File: src/rtl/rgb_to_hls_converter_unit_assert.svh
// ----------------------------------------------------------------------------
// rgb_to_hls_converter_unit_assert: assertion macros
// clocked property checks that compile away in synthesis
// ----------------------------------------------------------------------------
`ifndef RGB_TO_HLS_CONVERTER_UNIT_ASSERT_SVH
`define RGB_TO_HLS_CONVERTER_UNIT_ASSERT_SVH

`ifndef SYNTHESIS

// combinational property sampled on the clock, off during reset
`define RGBHLS_ASSERT(label, clk, rst, prop, msg) \
   label: assert property (@(posedge clk) disable iff (rst) (prop)) else $error(msg);

// implication whose consequent is checked in the next cycle
`define RGBHLS_ASSERT_NEXT(label, clk, rst, ante, cons, msg) \
   label: assert property (@(posedge clk) disable iff (rst) (ante) |=> (cons)) else $error(msg);

`else

`define RGBHLS_ASSERT(label, clk, rst, prop, msg)
`define RGBHLS_ASSERT_NEXT(label, clk, rst, ante, cons, msg)

`endif

`endif

File: src/rtl/rgbhls_pkg.sv
// ----------------------------------------------------------------------------
// rgbhls_pkg: shared types and constants
// hue sector codes and fixed field widths of the rgb to hls converter
// ----------------------------------------------------------------------------
`timescale 1ns / 1ps
`default_nettype none

package rgbhls_pkg;

   // width of the hue result field
   localparam int HUE_W = 15;

   // which channel holds the maximum, picks the hue sector
   typedef enum logic [1:0] {
      HSEL_RED   = 2'b00,
      HSEL_GREEN = 2'b01,
      HSEL_BLUE  = 2'b10
   } hue_sel_type;

endpackage

`default_nettype wire

File: src/rtl/rgbhls_div_pipe.sv
// ----------------------------------------------------------------------------
// rgbhls_div_pipe: pipelined restoring divider
// one quotient bit per register stage, side payload travels with the word
// ----------------------------------------------------------------------------
`timescale 1ns / 1ps
`default_nettype none

module rgbhls_div_pipe #(
   parameter int DEN_W = 16,
   parameter int QUO_W = 16,
   parameter int PAY_W = 1,
   localparam int NUM_W = DEN_W + QUO_W
) (
   input  wire logic             clock,
   input  wire logic             reset,
   input  wire logic             advance,
   input  wire logic             in_valid,
   input  wire logic [NUM_W-1:0] in_num,
   input  wire logic [DEN_W-1:0] in_den,
   input  wire logic [PAY_W-1:0] in_pay,
   output logic                  out_valid,
   output logic [QUO_W-1:0]      out_quo,
   output logic [PAY_W-1:0]      out_pay
);

   // numerator must stay below den * 2^QUO_W
   logic             vld_ff [QUO_W];
   logic [NUM_W-1:0] rem_ff [QUO_W-1];
   logic [DEN_W-1:0] den_ff [QUO_W];
   logic [QUO_W-1:0] quo_ff [QUO_W];
   logic [PAY_W-1:0] pay_ff [QUO_W];

   for (genvar i = 0; i < QUO_W; i++) begin : g_stage
      localparam int BIT = QUO_W - 1 - i;

      logic             src_vld;
      logic [NUM_W-1:0] src_rem;
      logic [DEN_W-1:0] src_den;
      logic [QUO_W-1:0] src_quo;
      logic [PAY_W-1:0] src_pay;
      logic [NUM_W-1:0] trial;
      logic             rem_ge;

      if (i == 0) begin : g_first
         assign src_vld = in_valid;
         assign src_rem = in_num;
         assign src_den = in_den;
         assign src_quo = '0;
         assign src_pay = in_pay;
      end else begin : g_next
         assign src_vld = vld_ff[i-1];
         assign src_rem = rem_ff[i-1];
         assign src_den = den_ff[i-1];
         assign src_quo = quo_ff[i-1];
         assign src_pay = pay_ff[i-1];
      end

      assign trial  = NUM_W'(src_den) << BIT;
      assign rem_ge = (src_rem >= trial);

      always_ff @(posedge clock) begin
         if (reset) begin
            vld_ff[i] <= 1'b0;
         end else if (advance) begin
            vld_ff[i] <= src_vld;
         end
      end

      always_ff @(posedge clock) begin
         if (advance) begin
            den_ff[i] <= src_den;
            quo_ff[i] <= rem_ge ? (src_quo | (QUO_W'(1) << BIT)) : src_quo;
            pay_ff[i] <= src_pay;
         end
      end

      // the last stage keeps no remainder, only the quotient and its side data
      if (i < QUO_W - 1) begin : g_rem
         logic [NUM_W-1:0] rem_in;

         assign rem_in = rem_ge ? (src_rem - trial) : src_rem;

         always_ff @(posedge clock) begin
            if (advance) begin
               rem_ff[i] <= rem_in;
            end
         end
      end
   end

   assign out_valid = vld_ff[QUO_W-1];
   assign out_quo   = quo_ff[QUO_W-1];
   assign out_pay   = pay_ff[QUO_W-1];

endmodule

`default_nettype wire

File: src/rtl/rgb_to_hls_converter_unit.sv
// ----------------------------------------------------------------------------
// rgb_to_hls_converter_unit: pixel rgb to hue / saturation / lightness
// pipeline: the input stages, the divider stages and the output register, with
//   divider width QW = max(CHANNEL_BITS, clog2(60 * 2^HUE_FRAC_BITS + 1))
// throughput: one word per cycle; depth is set by the two restoring dividers,
//   one quotient bit per stage; a blocked result stalls the whole pipeline
// reset: synchronous, clears all valid bits; no state between pixels
// ----------------------------------------------------------------------------
`timescale 1ns / 1ps
`default_nettype none

module rgb_to_hls_converter_unit #(
   parameter int CHANNEL_BITS  = 16,
   parameter int HUE_FRAC_BITS = 6
) (
   input  wire logic                       clock,
   input  wire logic                       reset,
   // pixel words in
   input  wire logic                       req_valid,
   output logic                            req_ready,
   input  wire logic [CHANNEL_BITS-1:0]    req_red_in,
   input  wire logic [CHANNEL_BITS-1:0]    req_green_in,
   input  wire logic [CHANNEL_BITS-1:0]    req_blue_in,
   // hls words out
   output logic                            rsp_valid,
   input  wire logic                       rsp_ready,
   output logic [rgbhls_pkg::HUE_W-1:0]    rsp_hue_out,
   output logic [CHANNEL_BITS-1:0]         rsp_sat_out,
   output logic [CHANNEL_BITS-1:0]         rsp_light_out,
   output logic                            rsp_grey_flag
);

`include "rgb_to_hls_converter_unit_assert.svh"

   localparam int CB       = CHANNEL_BITS;
   localparam int STEP     = 1 << HUE_FRAC_BITS;
   // 60 degrees in hue steps, and the quotient width that holds it
   localparam int HUE60    = 60 * STEP;
   localparam int H60_W    = $clog2(HUE60 + 1);
   // common quotient width for both dividers, so they line up in time
   localparam int QW       = (CB > H60_W) ? CB : H60_W;
   localparam int NW       = CB + QW;
   localparam int HUE_SPAN = 360 * STEP;
   localparam int G_BASE   = 120 * STEP;
   localparam int B_BASE   = 240 * STEP;
   localparam int HC_W     = $clog2(HUE_SPAN + 1);
   localparam logic [CB-1:0] FULL     = '1;
   localparam logic [CB:0]   TWO_FULL = {FULL, 1'b0};

   // whole pipeline moves when the output register is free or being drained
   logic advance;

   assign advance   = !rsp_valid || rsp_ready;
   assign req_ready = advance;

   // ---------------------------------------------------------------------
   // stage 1: pick max channel (red wins ties, then green), min, and the
   // signed channel difference that goes into the hue sector
   // ---------------------------------------------------------------------
   rgbhls_pkg::hue_sel_type sel_in;
   logic [CB-1:0]           max_in;
   logic [CB-1:0]           min_in;
   logic [CB:0]             diff_in;

   always_comb begin
      if (req_red_in >= req_green_in && req_red_in >= req_blue_in) begin
         sel_in = rgbhls_pkg::HSEL_RED;
      end else if (req_green_in >= req_blue_in) begin
         sel_in = rgbhls_pkg::HSEL_GREEN;
      end else begin
         sel_in = rgbhls_pkg::HSEL_BLUE;
      end

      min_in = req_red_in;
      if (req_green_in < min_in) begin
         min_in = req_green_in;
      end
      if (req_blue_in < min_in) begin
         min_in = req_blue_in;
      end

      unique case (sel_in)
         rgbhls_pkg::HSEL_RED: begin
            max_in  = req_red_in;
            diff_in = (CB+1)'(req_green_in) - (CB+1)'(req_blue_in);
         end
         rgbhls_pkg::HSEL_GREEN: begin
            max_in  = req_green_in;
            diff_in = (CB+1)'(req_blue_in) - (CB+1)'(req_red_in);
         end
         rgbhls_pkg::HSEL_BLUE: begin
            max_in  = req_blue_in;
            diff_in = (CB+1)'(req_red_in) - (CB+1)'(req_green_in);
         end
         default: begin
            max_in  = req_red_in;
            diff_in = '0;
         end
      endcase
   end

   logic                    s1_vld_ff;
   rgbhls_pkg::hue_sel_type s1_sel_ff;
   logic [CB-1:0]           s1_max_ff;
   logic [CB-1:0]           s1_min_ff;
   logic [CB:0]             s1_diff_ff;

   always_ff @(posedge clock) begin
      if (reset) begin
         s1_vld_ff <= 1'b0;
      end else if (advance) begin
         s1_vld_ff <= req_valid;
      end
   end

   always_ff @(posedge clock) begin
      if (advance) begin
         s1_sel_ff  <= sel_in;
         s1_max_ff  <= max_in;
         s1_min_ff  <= min_in;
         s1_diff_ff <= diff_in;
      end
   end

   // ---------------------------------------------------------------------
   // stage 2: delta, sum, lightness, saturation denominator, |diff|
   // ---------------------------------------------------------------------
   logic [CB:0]   sum_in;
   logic [CB-1:0] delta_in;
   logic [CB-1:0] absd_in;
   logic [CB-1:0] den_in;
   logic          neg_in;
   logic          grey_in;

   always_comb begin
      sum_in   = (CB+1)'(s1_max_ff) + (CB+1)'(s1_min_ff);
      delta_in = s1_max_ff - s1_min_ff;
      neg_in   = s1_diff_ff[CB];
      absd_in  = neg_in ? CB'(-s1_diff_ff) : CB'(s1_diff_ff);
      grey_in  = (delta_in == '0);
      // lower half uses max+min, upper half uses 2 - max - min
      if (sum_in <= (CB+1)'(FULL)) begin
         den_in = CB'(sum_in);
      end else begin
         den_in = CB'(TWO_FULL - sum_in);
      end
   end

   logic                    s2_vld_ff;
   rgbhls_pkg::hue_sel_type s2_sel_ff;
   logic                    s2_neg_ff;
   logic                    s2_grey_ff;
   logic [CB-1:0]           s2_light_ff;
   logic [CB-1:0]           s2_delta_ff;
   logic [CB-1:0]           s2_absd_ff;
   logic [CB-1:0]           s2_den_ff;

   always_ff @(posedge clock) begin
      if (reset) begin
         s2_vld_ff <= 1'b0;
      end else if (advance) begin
         s2_vld_ff <= s1_vld_ff;
      end
   end

   always_ff @(posedge clock) begin
      if (advance) begin
         s2_sel_ff   <= s1_sel_ff;
         s2_neg_ff   <= neg_in;
         s2_grey_ff  <= grey_in;
         s2_light_ff <= sum_in[CB:1];
         s2_delta_ff <= delta_in;
         s2_absd_ff  <= absd_in;
         s2_den_ff   <= den_in;
      end
   end

   // ---------------------------------------------------------------------
   // stage 3: numerators; hue gets 60 degrees times |diff|, saturation gets
   // delta times full scale, done as a shift and subtract
   // ---------------------------------------------------------------------
   logic [NW-1:0] hnum_in;
   logic [NW-1:0] snum_in;

   assign hnum_in = NW'(s2_absd_ff) * NW'(HUE60);
   assign snum_in = (NW'(s2_delta_ff) << CB) - NW'(s2_delta_ff);

   logic                    s3_vld_ff;
   rgbhls_pkg::hue_sel_type s3_sel_ff;
   logic                    s3_neg_ff;
   logic                    s3_grey_ff;
   logic [CB-1:0]           s3_light_ff;
   logic [NW-1:0]           s3_hnum_ff;
   logic [NW-1:0]           s3_snum_ff;
   logic [CB-1:0]           s3_hden_ff;
   logic [CB-1:0]           s3_sden_ff;

   always_ff @(posedge clock) begin
      if (reset) begin
         s3_vld_ff <= 1'b0;
      end else if (advance) begin
         s3_vld_ff <= s2_vld_ff;
      end
   end

   always_ff @(posedge clock) begin
      if (advance) begin
         s3_sel_ff   <= s2_sel_ff;
         s3_neg_ff   <= s2_neg_ff;
         s3_grey_ff  <= s2_grey_ff;
         s3_light_ff <= s2_light_ff;
         s3_hnum_ff  <= hnum_in;
         s3_snum_ff  <= snum_in;
         s3_hden_ff  <= s2_delta_ff;
         s3_sden_ff  <= s2_den_ff;
      end
   end

   // ---------------------------------------------------------------------
   // dividers: both quotients fit QW bits since |diff| <= delta and
   // delta <= saturation denominator; grey words divide the hue by zero and get
   // their results forced below
   // ---------------------------------------------------------------------
   logic          hdiv_vld;
   logic [QW-1:0] hdiv_quo;
   logic [2:0]    hdiv_pay;
   logic          sdiv_vld;
   logic [QW-1:0] sdiv_quo;
   logic [CB:0]   sdiv_pay;

   rgbhls_div_pipe #(
      .DEN_W (CB),
      .QUO_W (QW),
      .PAY_W (3)
   ) u_hue_div (
      .clock     (clock),
      .reset     (reset),
      .advance   (advance),
      .in_valid  (s3_vld_ff),
      .in_num    (s3_hnum_ff),
      .in_den    (s3_hden_ff),
      .in_pay    ({s3_sel_ff, s3_neg_ff}),
      .out_valid (hdiv_vld),
      .out_quo   (hdiv_quo),
      .out_pay   (hdiv_pay)
   );

   rgbhls_div_pipe #(
      .DEN_W (CB),
      .QUO_W (QW),
      .PAY_W (CB + 1)
   ) u_sat_div (
      .clock     (clock),
      .reset     (reset),
      .advance   (advance),
      .in_valid  (s3_vld_ff),
      .in_num    (s3_snum_ff),
      .in_den    (s3_sden_ff),
      .in_pay    ({s3_grey_ff, s3_light_ff}),
      .out_valid (sdiv_vld),
      .out_quo   (sdiv_quo),
      .out_pay   (sdiv_pay)
   );

   // ---------------------------------------------------------------------
   // final stage: place the hue offset in its sector, wrap negative red hue
   // around 360 degrees, force grey pixels to zero hue and saturation
   // ---------------------------------------------------------------------
   rgbhls_pkg::hue_sel_type fin_sel;
   logic                    fin_neg;
   logic                    fin_grey;
   logic [HC_W-1:0]         qx;
   logic [HC_W-1:0]         hue_calc;
   logic [CB-1:0]           sat_calc;

   assign fin_sel  = rgbhls_pkg::hue_sel_type'(hdiv_pay[2:1]);
   assign fin_neg  = hdiv_pay[0];
   assign fin_grey = sdiv_pay[CB];
   assign qx       = HC_W'(hdiv_quo);

   always_comb begin
      unique case (fin_sel)
         rgbhls_pkg::HSEL_RED: begin
            if (fin_neg && qx != '0) begin
               hue_calc = HC_W'(HUE_SPAN) - qx;
            end else begin
               hue_calc = qx;
            end
         end
         rgbhls_pkg::HSEL_GREEN: begin
            hue_calc = fin_neg ? (HC_W'(G_BASE) - qx) : (HC_W'(G_BASE) + qx);
         end
         rgbhls_pkg::HSEL_BLUE: begin
            hue_calc = fin_neg ? (HC_W'(B_BASE) - qx) : (HC_W'(B_BASE) + qx);
         end
         default: begin
            hue_calc = '0;
         end
      endcase
      sat_calc = CB'(sdiv_quo);
      if (fin_grey) begin
         hue_calc = '0;
         sat_calc = '0;
      end
   end

   // output register
   logic                          rsp_valid_ff;
   logic [rgbhls_pkg::HUE_W-1:0]  rsp_hue_ff;
   logic [CB-1:0]                 rsp_sat_ff;
   logic [CB-1:0]                 rsp_light_ff;
   logic                          rsp_grey_ff;

   always_ff @(posedge clock) begin
      if (reset) begin
         rsp_valid_ff <= 1'b0;
      end else if (advance) begin
         rsp_valid_ff <= hdiv_vld;
      end
   end

   always_ff @(posedge clock) begin
      if (advance) begin
         rsp_hue_ff   <= rgbhls_pkg::HUE_W'(hue_calc);
         rsp_sat_ff   <= sat_calc;
         rsp_light_ff <= sdiv_pay[CB-1:0];
         rsp_grey_ff  <= fin_grey;
      end
   end

   assign rsp_valid     = rsp_valid_ff;
   assign rsp_hue_out   = rsp_hue_ff;
   assign rsp_sat_out   = rsp_sat_ff;
   assign rsp_light_out = rsp_light_ff;
   assign rsp_grey_flag = rsp_grey_ff;

   // ---------------------------------------------------------------------
   // checks
   // ---------------------------------------------------------------------
   // both dividers carry the same word in lockstep
   `RGBHLS_ASSERT(a_div_lockstep, clock, reset, hdiv_vld == sdiv_vld, "divider valids differ")

   // grey words leave with zero hue and zero saturation
   `RGBHLS_ASSERT(a_grey_zero, clock, reset, !rsp_valid || !rsp_grey_flag || (rsp_hue_out == '0 && rsp_sat_out == '0), "grey word has nonzero hue or saturation")

   // a stall freezes the pipeline front
   `RGBHLS_ASSERT_NEXT(a_stall_hold, clock, reset, !advance, s1_vld_ff == $past(s1_vld_ff) && s3_vld_ff == $past(s3_vld_ff), "pipeline moved during stall")

endmodule

`default_nettype wire

File: config.mk
export PLATFORM = sky130hd
export DESIGN_NAME = rgb_to_hls_converter_unit
export DESIGN_NICKNAME = d
export VERILOG_FILES = /design/src/rtl/rgbhls_pkg.sv /design/src/rtl/rgbhls_div_pipe.sv /design/src/rtl/rgb_to_hls_converter_unit.sv
export VERILOG_INCLUDE_DIRS = /design/src /design/src/rtl
export SDC_FILE = /design/constraint.sdc
export NUM_CORES = 2
export LEC_CHECK = 0
export BUFFER_PORTS_ARGS = -buffer_cell sky130_fd_sc_hd__clkbuf_2
export CAP_MARGIN = 10
export CORE_ASPECT_RATIO = 0.9
export CORE_MARGIN = 1
export CORE_UTILIZATION = 50
export CTS_CLUSTER_DIAMETER = 150
export DETAILED_ROUTE_END_ITERATION = 16
export PLACE_DENSITY = 0.65
export SLEW_MARGIN = 20
export SYNTH_ARGS = -nofsm -noshare
export SYNTH_HDL_FRONTEND = slang
export SYNTH_HIERARCHICAL = 1
export SYNTH_SLANG_ARGS = --single-unit
File: constraint.sdc
create_clock -name clock -period 226.1 [get_ports clock]
set_clock_uncertainty 0.1 [all_clocks]
set_input_delay 67.83 -clock clock [delete_from_list [all_inputs] [get_ports clock]]
set_output_delay 67.83 -clock clock [all_outputs]
set_load 0.02 [all_outputs]
[Word level (Yosys, flattened, before mapping)]
Memories as Yosys holds them, arrays and structs flattened. A register that Yosys moved wholly into a read port is not among the register bits.
Index checks and enable logic that the tools add are counted.
Cells by class
  multiplexer cells: 96
  bitwise gates (word level): 16
  multiply operators: 1
  magnitude comparators: 38
  equality and inequality tests: 4
  reductions and logical operators: 8
  $add $sub $neg: 43
Operator list (number)
  32-bit 2-to-1 mux: 30
  16-bit 2-to-1 mux: 6
  15-bit 2-to-1 mux: 5
  32-bit by 16-bit greater-or-equal comparator with 1-bit output: 2
  32-bit by 17-bit greater-or-equal comparator with 1-bit output: 2
  32-bit by 18-bit greater-or-equal comparator with 1-bit output: 2
  32-bit by 19-bit greater-or-equal comparator with 1-bit output: 2
  32-bit by 20-bit greater-or-equal comparator with 1-bit output: 2
  32-bit by 21-bit greater-or-equal comparator with 1-bit output: 2
  32-bit by 22-bit greater-or-equal comparator with 1-bit output: 2
  32-bit by 23-bit greater-or-equal comparator with 1-bit output: 2
  32-bit by 24-bit greater-or-equal comparator with 1-bit output: 2
  32-bit by 25-bit greater-or-equal comparator with 1-bit output: 2
  32-bit by 26-bit greater-or-equal comparator with 1-bit output: 2
  32-bit by 27-bit greater-or-equal comparator with 1-bit output: 2
  32-bit by 28-bit greater-or-equal comparator with 1-bit output: 2
  32-bit by 29-bit greater-or-equal comparator with 1-bit output: 2
  32-bit by 30-bit greater-or-equal comparator with 1-bit output: 2
  32-bit by 17-bit subtractor with 32-bit output: 2
  32-bit by 18-bit subtractor with 32-bit output: 2
  32-bit by 19-bit subtractor with 32-bit output: 2
  32-bit by 20-bit subtractor with 32-bit output: 2
  32-bit by 21-bit subtractor with 32-bit output: 2
  32-bit by 22-bit subtractor with 32-bit output: 2
  other kinds (53): 123
Word-level totals
  memories: 9
  bits in writable memories: 2320
  bits in registers: 258
  input bits: 52
Memory list
  u_hue_div.rem_ff: depth 15, bits a word 32, rd ports 15, clocked after memory_dff 0, write ports 15, RTL line rgbhls_div_pipe.sv:28  | logic [NUM_W-1:0] rem_ff [QUO_W-1];
  u_sat_div.rem_ff: depth 15, bits a word 32, rd ports 15, clocked after memory_dff 0, write ports 15, RTL line rgbhls_div_pipe.sv:28
  u_sat_div.pay_ff: depth 16, bits a word 17, rd ports 16, clocked after memory_dff 0, write ports 16, RTL line rgbhls_div_pipe.sv:31  | logic [PAY_W-1:0] pay_ff [QUO_W];
  u_hue_div.den_ff: depth 16, bits a word 16, rd ports 15, clocked after memory_dff 0, write ports 16, RTL line rgbhls_div_pipe.sv:29  | logic [DEN_W-1:0] den_ff [QUO_W];
  u_hue_div.quo_ff: depth 16, bits a word 16, rd ports 16, clocked after memory_dff 0, write ports 16, RTL line rgbhls_div_pipe.sv:30  | logic [QUO_W-1:0] quo_ff [QUO_W];
  u_sat_div.den_ff: depth 16, bits a word 16, rd ports 15, clocked after memory_dff 0, write ports 16, RTL line rgbhls_div_pipe.sv:29
  +3 memories

[Logic depth before layout (Yosys ltp)]
  word-level depth: 6
  mapped depth: 22

[By module]
The synthesis kept the hierarchy.
By module, submodules not included
  rgbhls_div_pipe at u_sat_div: area an instance 52639.2 µm², cells an instance 3962, sequential area each 34352.9 µm², times used 1
  rgbhls_div_pipe at u_hue_div: area an instance 46219.3 µm², cells an instance 3785, sequential area each 27626.5 µm², times used 1
  rgb_to_hls_converter_unit: area an instance 17111.4 µm², cells an instance 1573, sequential area each 8127.8 µm², times used 1

[Worst setup path after synthesis]
No wires, ideal clock.
  path kind: input -> output
  from: input rsp_ready
  to: output req_ready
  data arrival time: 130285 ps
  slack: 27885 ps
  buffers on the path: 1
  data required time: 158170 ps
  stages: 2
  path through: nand2b_1 clkbuf_1
Between the ends
  word-level cells in the longest chain between the ends: 1
RTL lines
  from (decl): RTL line rgb_to_hls_converter_unit.sv:26  | input wire logic rsp_ready,
  1-bit logical OR: RTL line rgb_to_hls_converter_unit.sv:53  | assign advance = !rsp_valid || rsp_ready;
  to (decl): RTL line rgb_to_hls_converter_unit.sv:20  | output logic req_ready,
Every way passes these cells.

[Worst setup path after layout]
Same ends and word-level chain as after synthesis.

==> flow_summary.toml <==
[critical_path]
end_kind = "primary output"
worstSetupStartpointType = "input pin"
worstSetupPathType = "in -> out"
critPathMaxFanout = 19
required_ns = 158.17
cp_data_arrival_time_ns = 68.78

[flow_run]
max_cap_viol_count = 0

[timing]
fin_setup_tns_ns = 0
hold_viol_final = 0
drv_slew = 0
setup_slack_ns = 89.39
hold_ws_ns = 0.289
fmax_mhz = 7.31
rsz0062_at_grt = "no"
slew_headroom_pct = 22.9
period_needed_ns = 136.71
tightest_slew_ns = 1.13
fin_crit_sh_pct = 60.5
finalSetupViolCount = 0

[routing]
post_drt_wl_per_cell_um = 17.6
vias = 70000
firstDrtPassIters = 6
drt-initial-drc-count = 4833
drc = 0
postRouteAntennaNets = 0
routed_wl_um = 224000
vias_per_cell = 5.50

[cts]
clk_path_buf_depth = 3
clk_pin_slew_ns = 0.06
htreeDepth = 4
cts_hold_buf = 0
ctsRootBufferMaster = "clkbuf_16"
cts_buffers = 231
cts_resized = 0
cts_tree = "done"
postCtsSetupBuffers = 0
cts.sinks = 2304
clkLatencyLatePin_ns = 0.87

[grt]
antenna_found_initial = 4
grt_max_degree = 197
grt.total_usage_pct = 19.1
grt_pass1_vias = 70200
overflow = 0
grt_pass1_wl_um = 360000

[placed_design]
hpwl_um = 167000
gp_congestion = 0.937
detailedPlace.worstSlack_ns = 89.31
portBuffers = 101

[layout]
area_delta_synth_final_pct = 10.6
final_nets = 10300
drive_above_1_share_pct = 7.61
fillCellCount = 18300
final_util_pct = 55.8

[floorplan]
rows = 166
die_y_um = 457
die_w_um = 507
pin_count = 102
start_util_pct = 50.4
dieArea_um2 = 232000
core_area_um2 = 228000

[synth]
avgSynthCellArea_um2 = 12.4
synthCells = 9269
yosys_warnings = 6
syn_area_um2 = 115000

[worst_hold_path]
hp-class = "reg -> reg"

[run_status]
status = "complete, no violations"
[sequential cells by signal, summed over array words and instances (netlist names), 16 cells and up]
name and cells:
s1_max_ff 16, s1_min_ff 16, u_hue_div/vld_ff 16, u_sat_div/rem_ff 480, u_sat_div/pay_ff 272, u_hue_div/rem_ff 480, u_hue_div/den_ff 240, s1_diff_ff 17
s3_light_ff 16, s3_hnum_ff 20, u_sat_div/quo_ff 136, rsp_light_out 16, u_sat_div/den_ff 240, s3_snum_ff 32, rsp_sat_out 16, u_hue_div/quo_ff 120
s2_light_ff 16, s2_absd_ff 16, s2_delta_ff 16, u_hue_div/pay_ff 48
[layer usage]
metal  track usage (%)  vias up  wire (um)  share of wire (%)
li1                  -    34800          -                  -
met1              22.5    33200      94000                 42
met2              34.6     1458     113000                 50
met3              2.74      492       7780                3.5
met4              7.99        6       8990                4.0
met5                 0        -         39              0.017
[critical path: stages]
cell and delay (ns):
clkbuf_2 0.07, nand2b_4 0.42, clkbuf_2 0.43
[placed cells by master (no fill, tap or decap), types with 30 or more instances in the layout]
cell type and count:
a211oi_1 79, a21o_1 206, a21oi_1 675, a31oi_1 64, and2_1 50, and3_1 35
buf_4 58, bufinv_16 34, clkbuf_1 35, clkbuf_16 231, clkbuf_2 101, clkinv_1 59
clkinv_2 41, edfxtp_1 2300, fa_1 64, ha_1 643, inv_1 807, mux2_2 106
mux2i_1 41, nand2_1 549, nand2b_1 104, nand3_1 159, nand4_1 90, nor2_1 619
nor2b_1 108, nor3_1 190, nor4_1 111, o211ai_1 50, o21a_1 87, o21ai_0 423
o21bai_1 66, o31a_1 30, o31ai_1 63, or2_2 46, or3_1 91, or4_1 40
xnor2_1 427, xor2_1 280
[path summary, 6_finish.rpt]
path / slack (ns) / cells past startpoint / startpoint / end
worst max-delay path: 89.39 / 3 / rsp_ready / req_ready
worst min-delay path: 0.29 / 0 / u_sat_div/pay_ff[0][121]$_DFFE_PP_ / u_sat_div/pay_ff[1][2]$_DFFE_PP_
worst max register to register: 220.95 / 7 / rsp_valid$_SDFFE_PP0P_ / u_sat_div/den_ff[1][12]$_DFFE_PP_
worst min register to register: 0.29 / 0 / u_sat_div/pay_ff[0][121]$_DFFE_PP_ / u_sat_div/pay_ff[1][2]$_DFFE_PP_
[final cells by class]
cell class	count	area (um2)	area share, %
clock buffers	266	5910	4.65
inverters	814	3060	2.41
repair buffers	162	992	0.781
clock inverters	170	2030	1.60
multi-input cells	5992	42100	33.2
diodes	1	2.50	0.00197
well taps	3024	3780	2.98
flip-flops and latches	2304	69100	54.4
[stage by stage]
stage	instances	instance area, um2
2_1_floorplan	9293	115000
3_3_place_gp	12300	119000
3_5_place_dp	12300	119000
4_1_cts	12700	127000
5_1_grt	12700	127000
6_report	12700	127000
Power is left out: the tool's default activity adds up to more than one toggle a clock period on the data nets, which glitch-free logic cannot reach.
